$ cat src/hw/rtl/wmdt_pkg.sv
`default_nettype none
package wmdt_pkg;

	// Sizing of the detection window and of the item fields.
	localparam int WINDOW_DEPTH = 64;
	localparam int COORD_BITS   = 12;
	localparam int KEY_BITS     = 11;

	localparam int WIN_AW  = $clog2(WINDOW_DEPTH);
	localparam int CNT_W   = WIN_AW + 1;
	localparam int PROD_W  = CNT_W + 9;
	localparam int RECT_W  = 4 * COORD_BITS;
	localparam int CSUM_W  = COORD_BITS + 2;
	localparam int IN_W    = ((KEY_BITS + RECT_W + 7) / 8) * 8;
	localparam int OUT_W   = 64;
	localparam int APB_AW  = 5;

	localparam logic [13:0] CENTRE_MAX = 14'd16383;

	// Register indexes on the configuration port.
	localparam logic [2:0] REG_ENABLE = 3'd0;
	localparam logic [2:0] REG_WTICKS = 3'd1;
	localparam logic [2:0] REG_PASS   = 3'd2;
	localparam logic [2:0] REG_SIZE   = 3'd3;
	localparam logic [2:0] REG_LOST   = 3'd4;

	// Result status codes.
	localparam logic [1:0] ST_MOVED  = 2'd0;
	localparam logic [1:0] ST_INSIDE = 2'd1;
	localparam logic [1:0] ST_NOTRK  = 2'd2;
	localparam logic [1:0] ST_LOST   = 2'd3;

	typedef enum logic {
		OP_DET  = 1'b0,
		OP_TICK = 1'b1
	} op_t;

	typedef struct packed {
		op_t                  op;
		logic [KEY_BITS-1:0]  key;
		logic [RECT_W-1:0]    rect;
	} item_t;

	typedef struct packed {
		logic        enable;
		logic [12:0] wticks;
		logic [8:0]  pass;
		logic [7:0]  size;
		logic [15:0] lost;
	} cfg_t;

	typedef struct packed {
		logic       clear;
		logic       resize;
		logic [7:0] new_size;
	} cfg_evt_t;

endpackage
`default_nettype wire

$ cat src/hw/rtl/wmdt_ram.sv
`default_nettype none
module wmdt_ram #(
	parameter int WIDTH = 8,
	parameter int DEPTH = 64
) (
	input  wire logic                     clk,
	input  wire logic                     we,
	input  wire logic [$clog2(DEPTH)-1:0] waddr,
	input  wire logic [WIDTH-1:0]         wdata,
	input  wire logic [$clog2(DEPTH)-1:0] raddr,
	output logic      [WIDTH-1:0]         rdata
);

	logic [WIDTH-1:0] mem_q [DEPTH];

	// One write port, one registered read port.
	always_ff @(posedge clk) begin
		if (we) begin
			mem_q[waddr] <= wdata;
		end
		rdata <= mem_q[raddr];
	end

endmodule
`default_nettype wire

$ cat src/hw/rtl/wmdt_front.sv
`default_nettype none
module wmdt_front
	import wmdt_pkg::*;
(
	input  wire logic            clk,
	input  wire logic            arst_n,
	input  wire logic            s_tvalid,
	output logic                 s_tready,
	input  wire logic [IN_W-1:0] s_tdata,
	input  wire logic            s_tuser,
	input  wire logic            enable,
	output logic                 q_valid,
	output item_t                q_item,
	input  wire logic            q_pop
);

	item_t       ent_q [2];
	logic        wp_q;
	logic        rp_q;
	logic [1:0]  cnt_q;
	logic        acc;
	logic        keep;
	item_t       nitem;

	// Classify the incoming request; detections while disabled are dropped.
	always_comb begin
		nitem.op   = s_tuser ? OP_TICK : OP_DET;
		nitem.key  = s_tdata[KEY_BITS-1:0];
		nitem.rect = s_tdata[KEY_BITS +: RECT_W];
	end

	assign s_tready = (cnt_q != 2'd2);
	assign acc      = s_tvalid && s_tready;
	assign keep     = acc && (s_tuser || enable);
	assign q_valid  = (cnt_q != 2'd0);
	assign q_item   = ent_q[rp_q];

	// Two-entry queue between the front and the back.
	always_ff @(posedge clk or negedge arst_n) begin
		if (!arst_n) begin
			wp_q  <= 1'b0;
			rp_q  <= 1'b0;
			cnt_q <= 2'd0;
		end else begin
			if (keep) begin
				wp_q <= ~wp_q;
			end
			if (q_pop) begin
				rp_q <= ~rp_q;
			end
			cnt_q <= cnt_q + 2'(keep) - 2'(q_pop);
		end
	end

	always_ff @(posedge clk) begin
		if (keep) begin
			ent_q[wp_q] <= nitem;
		end
	end

endmodule
`default_nettype wire

$ cat src/hw/rtl/wmdt_back.sv
`default_nettype none
module wmdt_back
	import wmdt_pkg::*;
(
	input  wire logic             clk,
	input  wire logic             arst_n,
	input  wire logic             q_valid,
	input  wire item_t            q_item,
	output logic                  q_pop,
	input  wire cfg_t             cfg,
	input  wire cfg_evt_t         evt,
	output logic                  m_tvalid,
	input  wire logic             m_tready,
	output logic [OUT_W-1:0]      m_tdata
);

	typedef enum logic [5:0] {
		S_IDLE = 6'b000001,
		S_LDI  = 6'b000010,
		S_LDW  = 6'b000100,
		S_CNT  = 6'b001000,
		S_DEC  = 6'b010000,
		S_RW   = 6'b100000
	} state_t;

	state_t                   state_q;
	logic [CNT_W-1:0]         fill_q;
	logic [15:0]              elapsed_q;
	logic signed [14:0]       box_l_q;
	logic signed [14:0]       box_t_q;
	logic                     box_v_q;
	logic [15:0]              cd_q;
	logic                     armed_q;
	logic [CNT_W-1:0]         n_q;
	logic [CNT_W-1:0]         i_q;
	logic [WIN_AW-1:0]        j_q;
	logic [CNT_W-1:0]         cnt_q;
	logic [WIN_AW-1:0]        lastj_q;
	logic [KEY_BITS-1:0]      key_i_q;
	logic [CNT_W-1:0]         best_cnt_q;
	logic [KEY_BITS-1:0]      best_key_q;
	logic [WIN_AW-1:0]        best_last_q;
	logic                     out_valid_q;
	logic [OUT_W-1:0]         out_data_q;

	logic                     wr_en;
	logic [WIN_AW-1:0]        key_raddr;
	logic [KEY_BITS-1:0]      key_rdata;
	logic [RECT_W-1:0]        rect_rdata;
	logic                     eq;
	logic                     last_j;
	logic [CNT_W-1:0]         c_fin;
	logic [WIN_AW-1:0]        lj;
	logic                     better;
	logic                     room;
	logic [CNT_W-1:0]         n_fill;
	logic [15:0]              cd_next;
	logic                     fail;
	logic [PROD_W-1:0]        lhs;
	logic [PROD_W-1:0]        rhs;
	logic [CSUM_W-1:0]        sx;
	logic [CSUM_W-1:0]        sy;
	logic [13:0]              cx;
	logic [13:0]              cy;
	logic signed [16:0]       scx;
	logic signed [16:0]       scy;
	logic signed [16:0]       side;
	logic                     in_box;
	logic signed [14:0]       nbx;
	logic signed [14:0]       nby;

	assign q_pop  = (state_q == S_IDLE) && q_valid && !out_valid_q;
	assign room   = (fill_q < CNT_W'(WINDOW_DEPTH));
	assign wr_en  = q_pop && (q_item.op == OP_DET) && room;
	assign n_fill = fill_q + CNT_W'(room);

	// Key address per scan step.
	always_comb begin
		unique case (state_q)
			S_LDI:   key_raddr = i_q[WIN_AW-1:0];
			S_CNT:   key_raddr = j_q + WIN_AW'(1);
			default: key_raddr = '0;
		endcase
	end

	wmdt_ram #(.WIDTH(KEY_BITS), .DEPTH(WINDOW_DEPTH)) u_keys (
		.clk   (clk),
		.we    (wr_en),
		.waddr (fill_q[WIN_AW-1:0]),
		.wdata (q_item.key),
		.raddr (key_raddr),
		.rdata (key_rdata)
	);

	wmdt_ram #(.WIDTH(RECT_W), .DEPTH(WINDOW_DEPTH)) u_rects (
		.clk   (clk),
		.we    (wr_en),
		.waddr (fill_q[WIN_AW-1:0]),
		.wdata (q_item.rect),
		.raddr (best_last_q),
		.rdata (rect_rdata)
	);

	// Count step: compare one stored key with the key under test.
	assign eq     = (key_rdata == key_i_q);
	assign last_j = (j_q == WIN_AW'(n_q - CNT_W'(1)));
	assign c_fin  = cnt_q + CNT_W'(eq);
	assign lj     = eq ? j_q : lastj_q;
	assign better = (c_fin > best_cnt_q) ||
		((c_fin == best_cnt_q) && ($signed(key_i_q) < $signed(best_key_q)));

	// Share test and the no-face key.
	assign lhs  = PROD_W'({best_cnt_q, 8'd0});
	assign rhs  = PROD_W'(cfg.pass) * PROD_W'(n_q);
	assign fail = (best_key_q == '1) || (lhs < rhs);

	// Centre of the winning rectangle and the dead-zone test.
	assign sx = CSUM_W'({rect_rdata[0 +: COORD_BITS], 1'b0}) +
		CSUM_W'(rect_rdata[2*COORD_BITS +: COORD_BITS]);
	assign sy = CSUM_W'({rect_rdata[COORD_BITS +: COORD_BITS], 1'b0}) +
		CSUM_W'(rect_rdata[3*COORD_BITS +: COORD_BITS]);
	assign cx = (32'(sx) > 32'(CENTRE_MAX)) ? CENTRE_MAX : 14'(sx);
	assign cy = (32'(sy) > 32'(CENTRE_MAX)) ? CENTRE_MAX : 14'(sy);
	assign scx  = $signed({3'b000, cx});
	assign scy  = $signed({3'b000, cy});
	assign side = box_v_q ? $signed({8'd0, cfg.size, 1'b0}) : 17'sd0;
	assign in_box = (scx > 17'(box_l_q)) && (scx < 17'(box_l_q) + side) &&
		(scy > 17'(box_t_q)) && (scy < 17'(box_t_q) + side);
	assign nbx = 15'(scx - $signed({9'd0, cfg.size}));
	assign nby = 15'(scy - $signed({9'd0, cfg.size}));

	assign cd_next = (cd_q != 16'd0) ? cd_q - 16'd1 : cd_q;

	assign m_tvalid = out_valid_q;
	assign m_tdata  = out_data_q;

	// Sequencer and tracker state.
	always_ff @(posedge clk or negedge arst_n) begin
		if (!arst_n) begin
			state_q     <= S_IDLE;
			fill_q      <= '0;
			elapsed_q   <= '0;
			box_l_q     <= '0;
			box_t_q     <= '0;
			box_v_q     <= 1'b0;
			cd_q        <= '0;
			armed_q     <= 1'b0;
			out_valid_q <= 1'b0;
		end else begin
			if (m_tready) begin
				out_valid_q <= 1'b0;
			end
			if (evt.clear) begin
				fill_q    <= '0;
				elapsed_q <= '0;
				box_l_q   <= '0;
				box_t_q   <= '0;
				box_v_q   <= 1'b0;
			end
			if (evt.resize && box_v_q) begin
				box_l_q <= box_l_q + 15'($signed({1'b0, cfg.size}) -
					$signed({1'b0, evt.new_size}));
				box_t_q <= box_t_q + 15'($signed({1'b0, cfg.size}) -
					$signed({1'b0, evt.new_size}));
			end
			unique case (state_q)
				S_IDLE: begin
					if (q_pop && q_item.op == OP_TICK) begin
						if (cfg.enable && elapsed_q != 16'hFFFF) begin
							elapsed_q <= elapsed_q + 16'd1;
						end
						if (armed_q) begin
							cd_q <= cd_next;
							if (cd_next == 16'd0) begin
								armed_q     <= 1'b0;
								box_l_q     <= '0;
								box_t_q     <= '0;
								box_v_q     <= 1'b0;
								fill_q      <= '0;
								out_valid_q <= 1'b1;
								out_data_q  <= {4'd0, 15'd0, 15'd0, 14'd0, 14'd0, ST_LOST};
							end
						end
					end else if (q_pop) begin
						fill_q <= n_fill;
						if (elapsed_q > {3'd0, cfg.wticks}) begin
							n_q        <= n_fill;
							i_q        <= '0;
							best_cnt_q <= '0;
							best_key_q <= '0;
							state_q    <= S_LDI;
						end
					end
				end
				S_LDI: begin
					state_q <= S_LDW;
				end
				S_LDW: begin
					key_i_q <= key_rdata;
					j_q     <= '0;
					cnt_q   <= '0;
					lastj_q <= '0;
					state_q <= S_CNT;
				end
				S_CNT: begin
					if (last_j) begin
						if (better) begin
							best_cnt_q  <= c_fin;
							best_key_q  <= key_i_q;
							best_last_q <= lj;
						end
						i_q     <= i_q + CNT_W'(1);
						state_q <= (i_q + CNT_W'(1) == n_q) ? S_DEC : S_LDI;
					end else begin
						cnt_q   <= c_fin;
						lastj_q <= lj;
						j_q     <= j_q + WIN_AW'(1);
					end
				end
				S_DEC: begin
					if (fail) begin
						fill_q      <= '0;
						elapsed_q   <= '0;
						out_valid_q <= 1'b1;
						out_data_q  <= {4'd0, box_t_q, box_l_q, 14'd0, 14'd0, ST_NOTRK};
						state_q     <= S_IDLE;
					end else begin
						state_q <= S_RW;
					end
				end
				S_RW: begin
					fill_q      <= '0;
					elapsed_q   <= '0;
					cd_q        <= (cfg.lost != 16'd0) ? cfg.lost : 16'd1;
					armed_q     <= 1'b1;
					out_valid_q <= 1'b1;
					if (in_box) begin
						out_data_q <= {4'd0, box_t_q, box_l_q, cy, cx, ST_INSIDE};
					end else begin
						box_l_q    <= nbx;
						box_t_q    <= nby;
						box_v_q    <= 1'b1;
						out_data_q <= {4'd0, nby, nbx, cy, cx, ST_MOVED};
					end
					state_q <= S_IDLE;
				end
				default: begin
					state_q <= S_IDLE;
				end
			endcase
		end
	end

endmodule
`default_nettype wire

$ cat src/hw/rtl/windowed_mode_deadband_tracker_unit.sv
// Windowed mode dead-band tracker.
// Slave stream: one request per item; s_tuser is the action (0 detection,
// 1 millisecond tick), s_tdata carries face_key, rect_x, rect_y, rect_w and
// rect_h. Master stream: zero or one result per request, carrying status,
// target_x2, target_y2, box_x2 and box_y2.
// The APB port holds tracking_enable, window_ticks, pass_fraction_q8,
// box_size and lost_timeout_ticks at byte addresses 0, 4, 8, 12 and 16.
// A tick or a detection that does not close the window passes through the front
// queue and is handled by the back end in its idle state. A detection that closes
// a window runs a pairwise key count over its entries through the single read
// port of the key memory before its result is registered.
// A two-entry queue keeps accepting requests while the back end works or a
// result waits; when the receiver stalls the result is held in the output
// register and the back end waits, so the queue fills and s_tready drops.
// Reset clears the window, the box, the lost timer and the elapsed count and
// loads the register defaults; the window memories need no clearing.
`default_nettype none
module windowed_mode_deadband_tracker_unit
	import wmdt_pkg::*;
(
	input  wire logic              clk,
	input  wire logic              arst_n,
	input  wire logic              s_tvalid,
	output logic                   s_tready,
	// face_key, rect_x, rect_y, rect_w, rect_h, zero fill
	input  wire logic [IN_W-1:0]   s_tdata,
	// action
	input  wire logic              s_tuser,
	output logic                   m_tvalid,
	input  wire logic              m_tready,
	// status, target_x2, target_y2, box_x2, box_y2, zero fill
	output logic [OUT_W-1:0]       m_tdata,
	input  wire logic              psel,
	input  wire logic              penable,
	input  wire logic              pwrite,
	input  wire logic [APB_AW-1:0] paddr,
	input  wire logic [31:0]       pwdata,
	output logic [31:0]            prdata,
	output logic                   pready
);

	cfg_t        cfg_q;
	cfg_evt_t    evt;
	logic        wr;
	logic [2:0]  idx;
	logic        q_valid;
	item_t       q_item;
	logic        q_pop;

	assign pready = 1'b1;
	assign idx    = paddr[4:2];
	assign wr     = psel && penable && pwrite;

	// Side effects of a register write on the tracker state.
	always_comb begin
		evt.clear    = wr && (idx == REG_ENABLE) && (pwdata[0] != cfg_q.enable);
		evt.resize   = wr && (idx == REG_SIZE);
		evt.new_size = pwdata[7:0];
	end

	// Configuration registers.
	always_ff @(posedge clk or negedge arst_n) begin
		if (!arst_n) begin
			cfg_q.enable <= 1'b0;
			cfg_q.wticks <= 13'd2000;
			cfg_q.pass   <= 9'd205;
			cfg_q.size   <= 8'd65;
			cfg_q.lost   <= 16'd750;
		end else if (wr) begin
			unique case (idx)
				REG_ENABLE: cfg_q.enable <= pwdata[0];
				REG_WTICKS: cfg_q.wticks <= pwdata[12:0];
				REG_PASS:   cfg_q.pass   <= pwdata[8:0];
				REG_SIZE:   cfg_q.size   <= pwdata[7:0];
				REG_LOST:   cfg_q.lost   <= pwdata[15:0];
				default:    ;
			endcase
		end
	end

	// Register read-back.
	always_comb begin
		unique case (idx)
			REG_ENABLE: prdata = {31'd0, cfg_q.enable};
			REG_WTICKS: prdata = {19'd0, cfg_q.wticks};
			REG_PASS:   prdata = {23'd0, cfg_q.pass};
			REG_SIZE:   prdata = {24'd0, cfg_q.size};
			REG_LOST:   prdata = {16'd0, cfg_q.lost};
			default:    prdata = 32'd0;
		endcase
	end

	wmdt_front u_front (
		.clk      (clk),
		.arst_n   (arst_n),
		.s_tvalid (s_tvalid),
		.s_tready (s_tready),
		.s_tdata  (s_tdata),
		.s_tuser  (s_tuser),
		.enable   (cfg_q.enable),
		.q_valid  (q_valid),
		.q_item   (q_item),
		.q_pop    (q_pop)
	);

	wmdt_back u_back (
		.clk      (clk),
		.arst_n   (arst_n),
		.q_valid  (q_valid),
		.q_item   (q_item),
		.q_pop    (q_pop),
		.cfg      (cfg_q),
		.evt      (evt),
		.m_tvalid (m_tvalid),
		.m_tready (m_tready),
		.m_tdata  (m_tdata)
	);

endmodule
`default_nettype wire

$ cat config.mk
export PLATFORM = sky130hd
export DESIGN_NAME = windowed_mode_deadband_tracker_unit
export DESIGN_NICKNAME = d
export VERILOG_FILES = /design/src/hw/rtl/wmdt_pkg.sv /design/src/hw/rtl/wmdt_ram.sv /design/src/hw/rtl/wmdt_front.sv /design/src/hw/rtl/wmdt_back.sv /design/src/hw/rtl/windowed_mode_deadband_tracker_unit.sv
export SDC_FILE = /design/constraint.sdc
export NUM_CORES = 2
export LEC_CHECK = 0
export BUFFER_PORTS_ARGS = -buffer_cell sky130_fd_sc_hd__clkbuf_2
export CAP_MARGIN = 0
export CORE_MARGIN = 2
export CORE_UTILIZATION = 62
export CTS_CLUSTER_DIAMETER = 120
export DETAILED_ROUTE_END_ITERATION = 7
export PLACE_DENSITY = 0.8
export SETUP_SLACK_MARGIN = 0.1
export SYNTH_ARGS = -nofsm -noshare
export SYNTH_HDL_FRONTEND = slang
export SYNTH_SLANG_ARGS = --single-unit
$ cat constraint.sdc
create_clock -name clk -period 22.8 [get_ports clk]
set_input_delay 3.42 -clock clk [delete_from_list [all_inputs] [get_ports clk]]
set_output_delay 3.42 -clock clk [all_outputs]
set_load 0.005 [all_outputs]
==> impl_metrics.toml <==
[floorplan]
die_w_um = 529
die_h_um = 529
rows = 192
core_area_sq_um = 274000
die_area_sq_um = 280000
ios = 208
start_util_pct = 62.4

[power]
ir_drop_v = 0.0000786
power.density_nw_per_um2 = 101
total_power_mw = 19.2
seq_power_share_pct = 50.8
p_sw_mw = 5.08
swShare_pct = 26.5
p_int_mw = 14.1
p_clk_share_pct = 37.0
combPwrFrac_pct = 12.2
p_leak_nw = 62.2

[status]
status = "finished with violations"
violations = "DRC"

[place]
gp_congestion = 0.944
dpl.hpwl_mm = 254
dp_cells = 12500
io_buffers = 163
dpl_worst_slack_ps = 14170

[routing]
wire_per_inst_um = 39.5
routed_wl_mm = 524
dr.pass1.iters = 8
via_per_inst = 7.41
detail-route-antenna-nets = 0
vias = 98300
drcViolationCount = 40
drtIter0Drc = 18200

[grt]
grt_pass1_vias = 96900
grt_usage_pct = 37.5
grt_first_pass_wirelength_mm = 734
grt_max_degree = 178
grt_overflow = 0
grt_antenna_before_repair = 32

[sta]
fin_ws_ps = 14130
skew_ps = 77.8
slew_viol_final = 0
relSlewSlack_pct = 7.07
setup_viol_count_final = 0
rsz0062_at_grt = "no"
setup_tns_ps = 0
period_needed_ps = 8670
max_freq_ghz = 0.115
tightest_slew_ps = 1390
period_share_pct = 38.0
hold_viol_final = 0

[worst_setup_path]
critical_path_class = "in -> out"
cp.arrival_ps = 5250
required_ps = 19380
crit_fanout = 14
worstSetupStartpointType = "input port"
end_kind = "output port"

[clock_tree]
cts_tree = "built"
clockRootBuffer = "clkbuf_16"
clkTransAtPathRegs_ps = 60
cts_resized = 0
insertion_delay_ps = 1000
cts_setup_buffers = 0
htreeDepth = 5
clock_path_buffers = 4
numCtsBuffers = 405
cts_hold_buf = 0
clock-sinks = 4212

[worst_hold_path]
hold_class = "reg -> reg"

[job]
maxCapViolations = 0

[logic_synthesis]
ys.flop_type = "edfxtp_1"
seq_area_frac_synth_pct = 73.2
syn_inst = 8874
syn_area_sq_um = 171000
synth.most_common_cell = "edfxtp_1"
synth_top_area_share_pct = 70.6
async_reset_ff_share_pct = 3.06
syn_avg_cell_area_sq_um = 19.3
synthTopCellsByCount = "4024 x edfxtp_1, 996 x mux4_2, 635 x nand2_1"
yosys_register_bits = 4212
synth_top_area_cell = "edfxtp_1"
synth.area.top_cells = "edfxtp_1 71%, mux4_2 13%, ha_1 1.7%"
yosysUniqueCellTypes = 92
synth_warnings = 0
synth-edff-count = 4024

[finish]
n_fill_cell = 15100
area_delta_synth_final_pct = 11.5
final_cells = 13300
drive_gt1_share_pct = 23.4
nets = 9595
-- final timing paths --
kind	start	depth (start not counted)	slack, ps	to
hold / removal	u_back.u_keys.rdata[7]	0	460	u_back.key_i_q[7]
max in group asynchronous	arst_n	2	18890	u_front.rp_q
min in group asynchronous	arst_n	1	2510	u_back.cd_q[13]
setup reg to reg	u_back.n_q[1]	26	14810	u_back.elapsed_q[0]
hold reg to reg	u_back.u_keys.rdata[7]	0	460	u_back.key_i_q[7]
setup / recovery	paddr[2]	5	14130	prdata[6]
-- kinds of logic after synthesis --
kind of cell | synth area share, %
xor+xnor | 0.701
mux | 15.0
fa+ha+maj | 2.15
compound gates | 3.36
simple gates | 4.13
other cells | 0.00439
buf+inv | 1.48
flops | 73.2
-- per-stage QoR --
stage                     cell area (sq um)  hold slack, ps  utilization, %
after floorplan                      171000             428               -
after global placement               177000             438            64.6
after detailed placement             177000             439            64.6
after CTS                            191000             459            69.6
after global routing                 191000             468            69.6
final                                191000             460            69.6
-- cells in the final DEF (no fill, tap or decap), types with 73 or more instances in the layout --
cell       netlist  final
nand3_1        165    165
clkbuf_1       297     84
and2_1         152    151
inv_1          162    161
nand2_1        635    635
o21ai_0        159    159
o211ai_1        75     75
buf_4           27    206
ha_1           226    226
mux2_2         105    105
mux2i_1        203    203
a211oi_1        86     84
edfxtp_1      4024   4024
dfrtp_1        108    107
mux4_2         996    996
clkinv_2         0     77
clkbuf_2         1    162
xnor2_1         76     76
nor2_1         222    158
a311oi_1        73     73
clkbuf_16        0    407
a21oi_1        131    127
-- flip-flops by register name, summed over array words and instances, names as in the netlist, 16 cells and up --
signal                count
u_back.u_keys.mem_q     704
u_back.u_rects.rdata     48
u_back.elapsed_q         16
u_back.m_tdata           60
u_back.cd_q              16
u_back.u_rects.mem_q   3072
u_front.ent_q           120
cfg_q                    47
-- power by group through the flow --
stage	Combinational, mW	Clock (mW)	Sequential (mW)
after floorplan	1.44	0	9.76
after global placement	2.09	0	9.84
after detailed placement	2.21	0	9.87
after CTS	2.27	7.10	9.73
after global routing	2.51	7.36	9.76
final	2.34	7.09	9.75
-- metal layers --
layer	share of wire (%)	vias to the layer above	GRT usage (%)
met1	32	49600	46.9
met4	7.3	36	22.1
met3	14	2152	11.6
met5	0.047	-	0
li1	-	36700	-
met2	47	9780	58.3
-- area by class of cell --
type	count	area, sq um	share of cell area (%)
Antenna cell	12	30.0	0.0157
Clock buffer	509	10700	5.63
Clock inverter	247	2950	1.55
Inverter	163	612	0.321
Multi-Input combinational cell	4057	44000	23.1
Sequential cell	4212	125000	65.7
Tap cell	3686	4610	2.42
Timing Repair Buffer	378	2550	1.34
-- worst max-delay path, cell delays in order --
cell and delay [ps]:
clkbuf_2 310, nor2b_1 810, a22oi_1 210, o22ai_1 310, clkbuf_2 180
(Power assumes the default switching activity.)
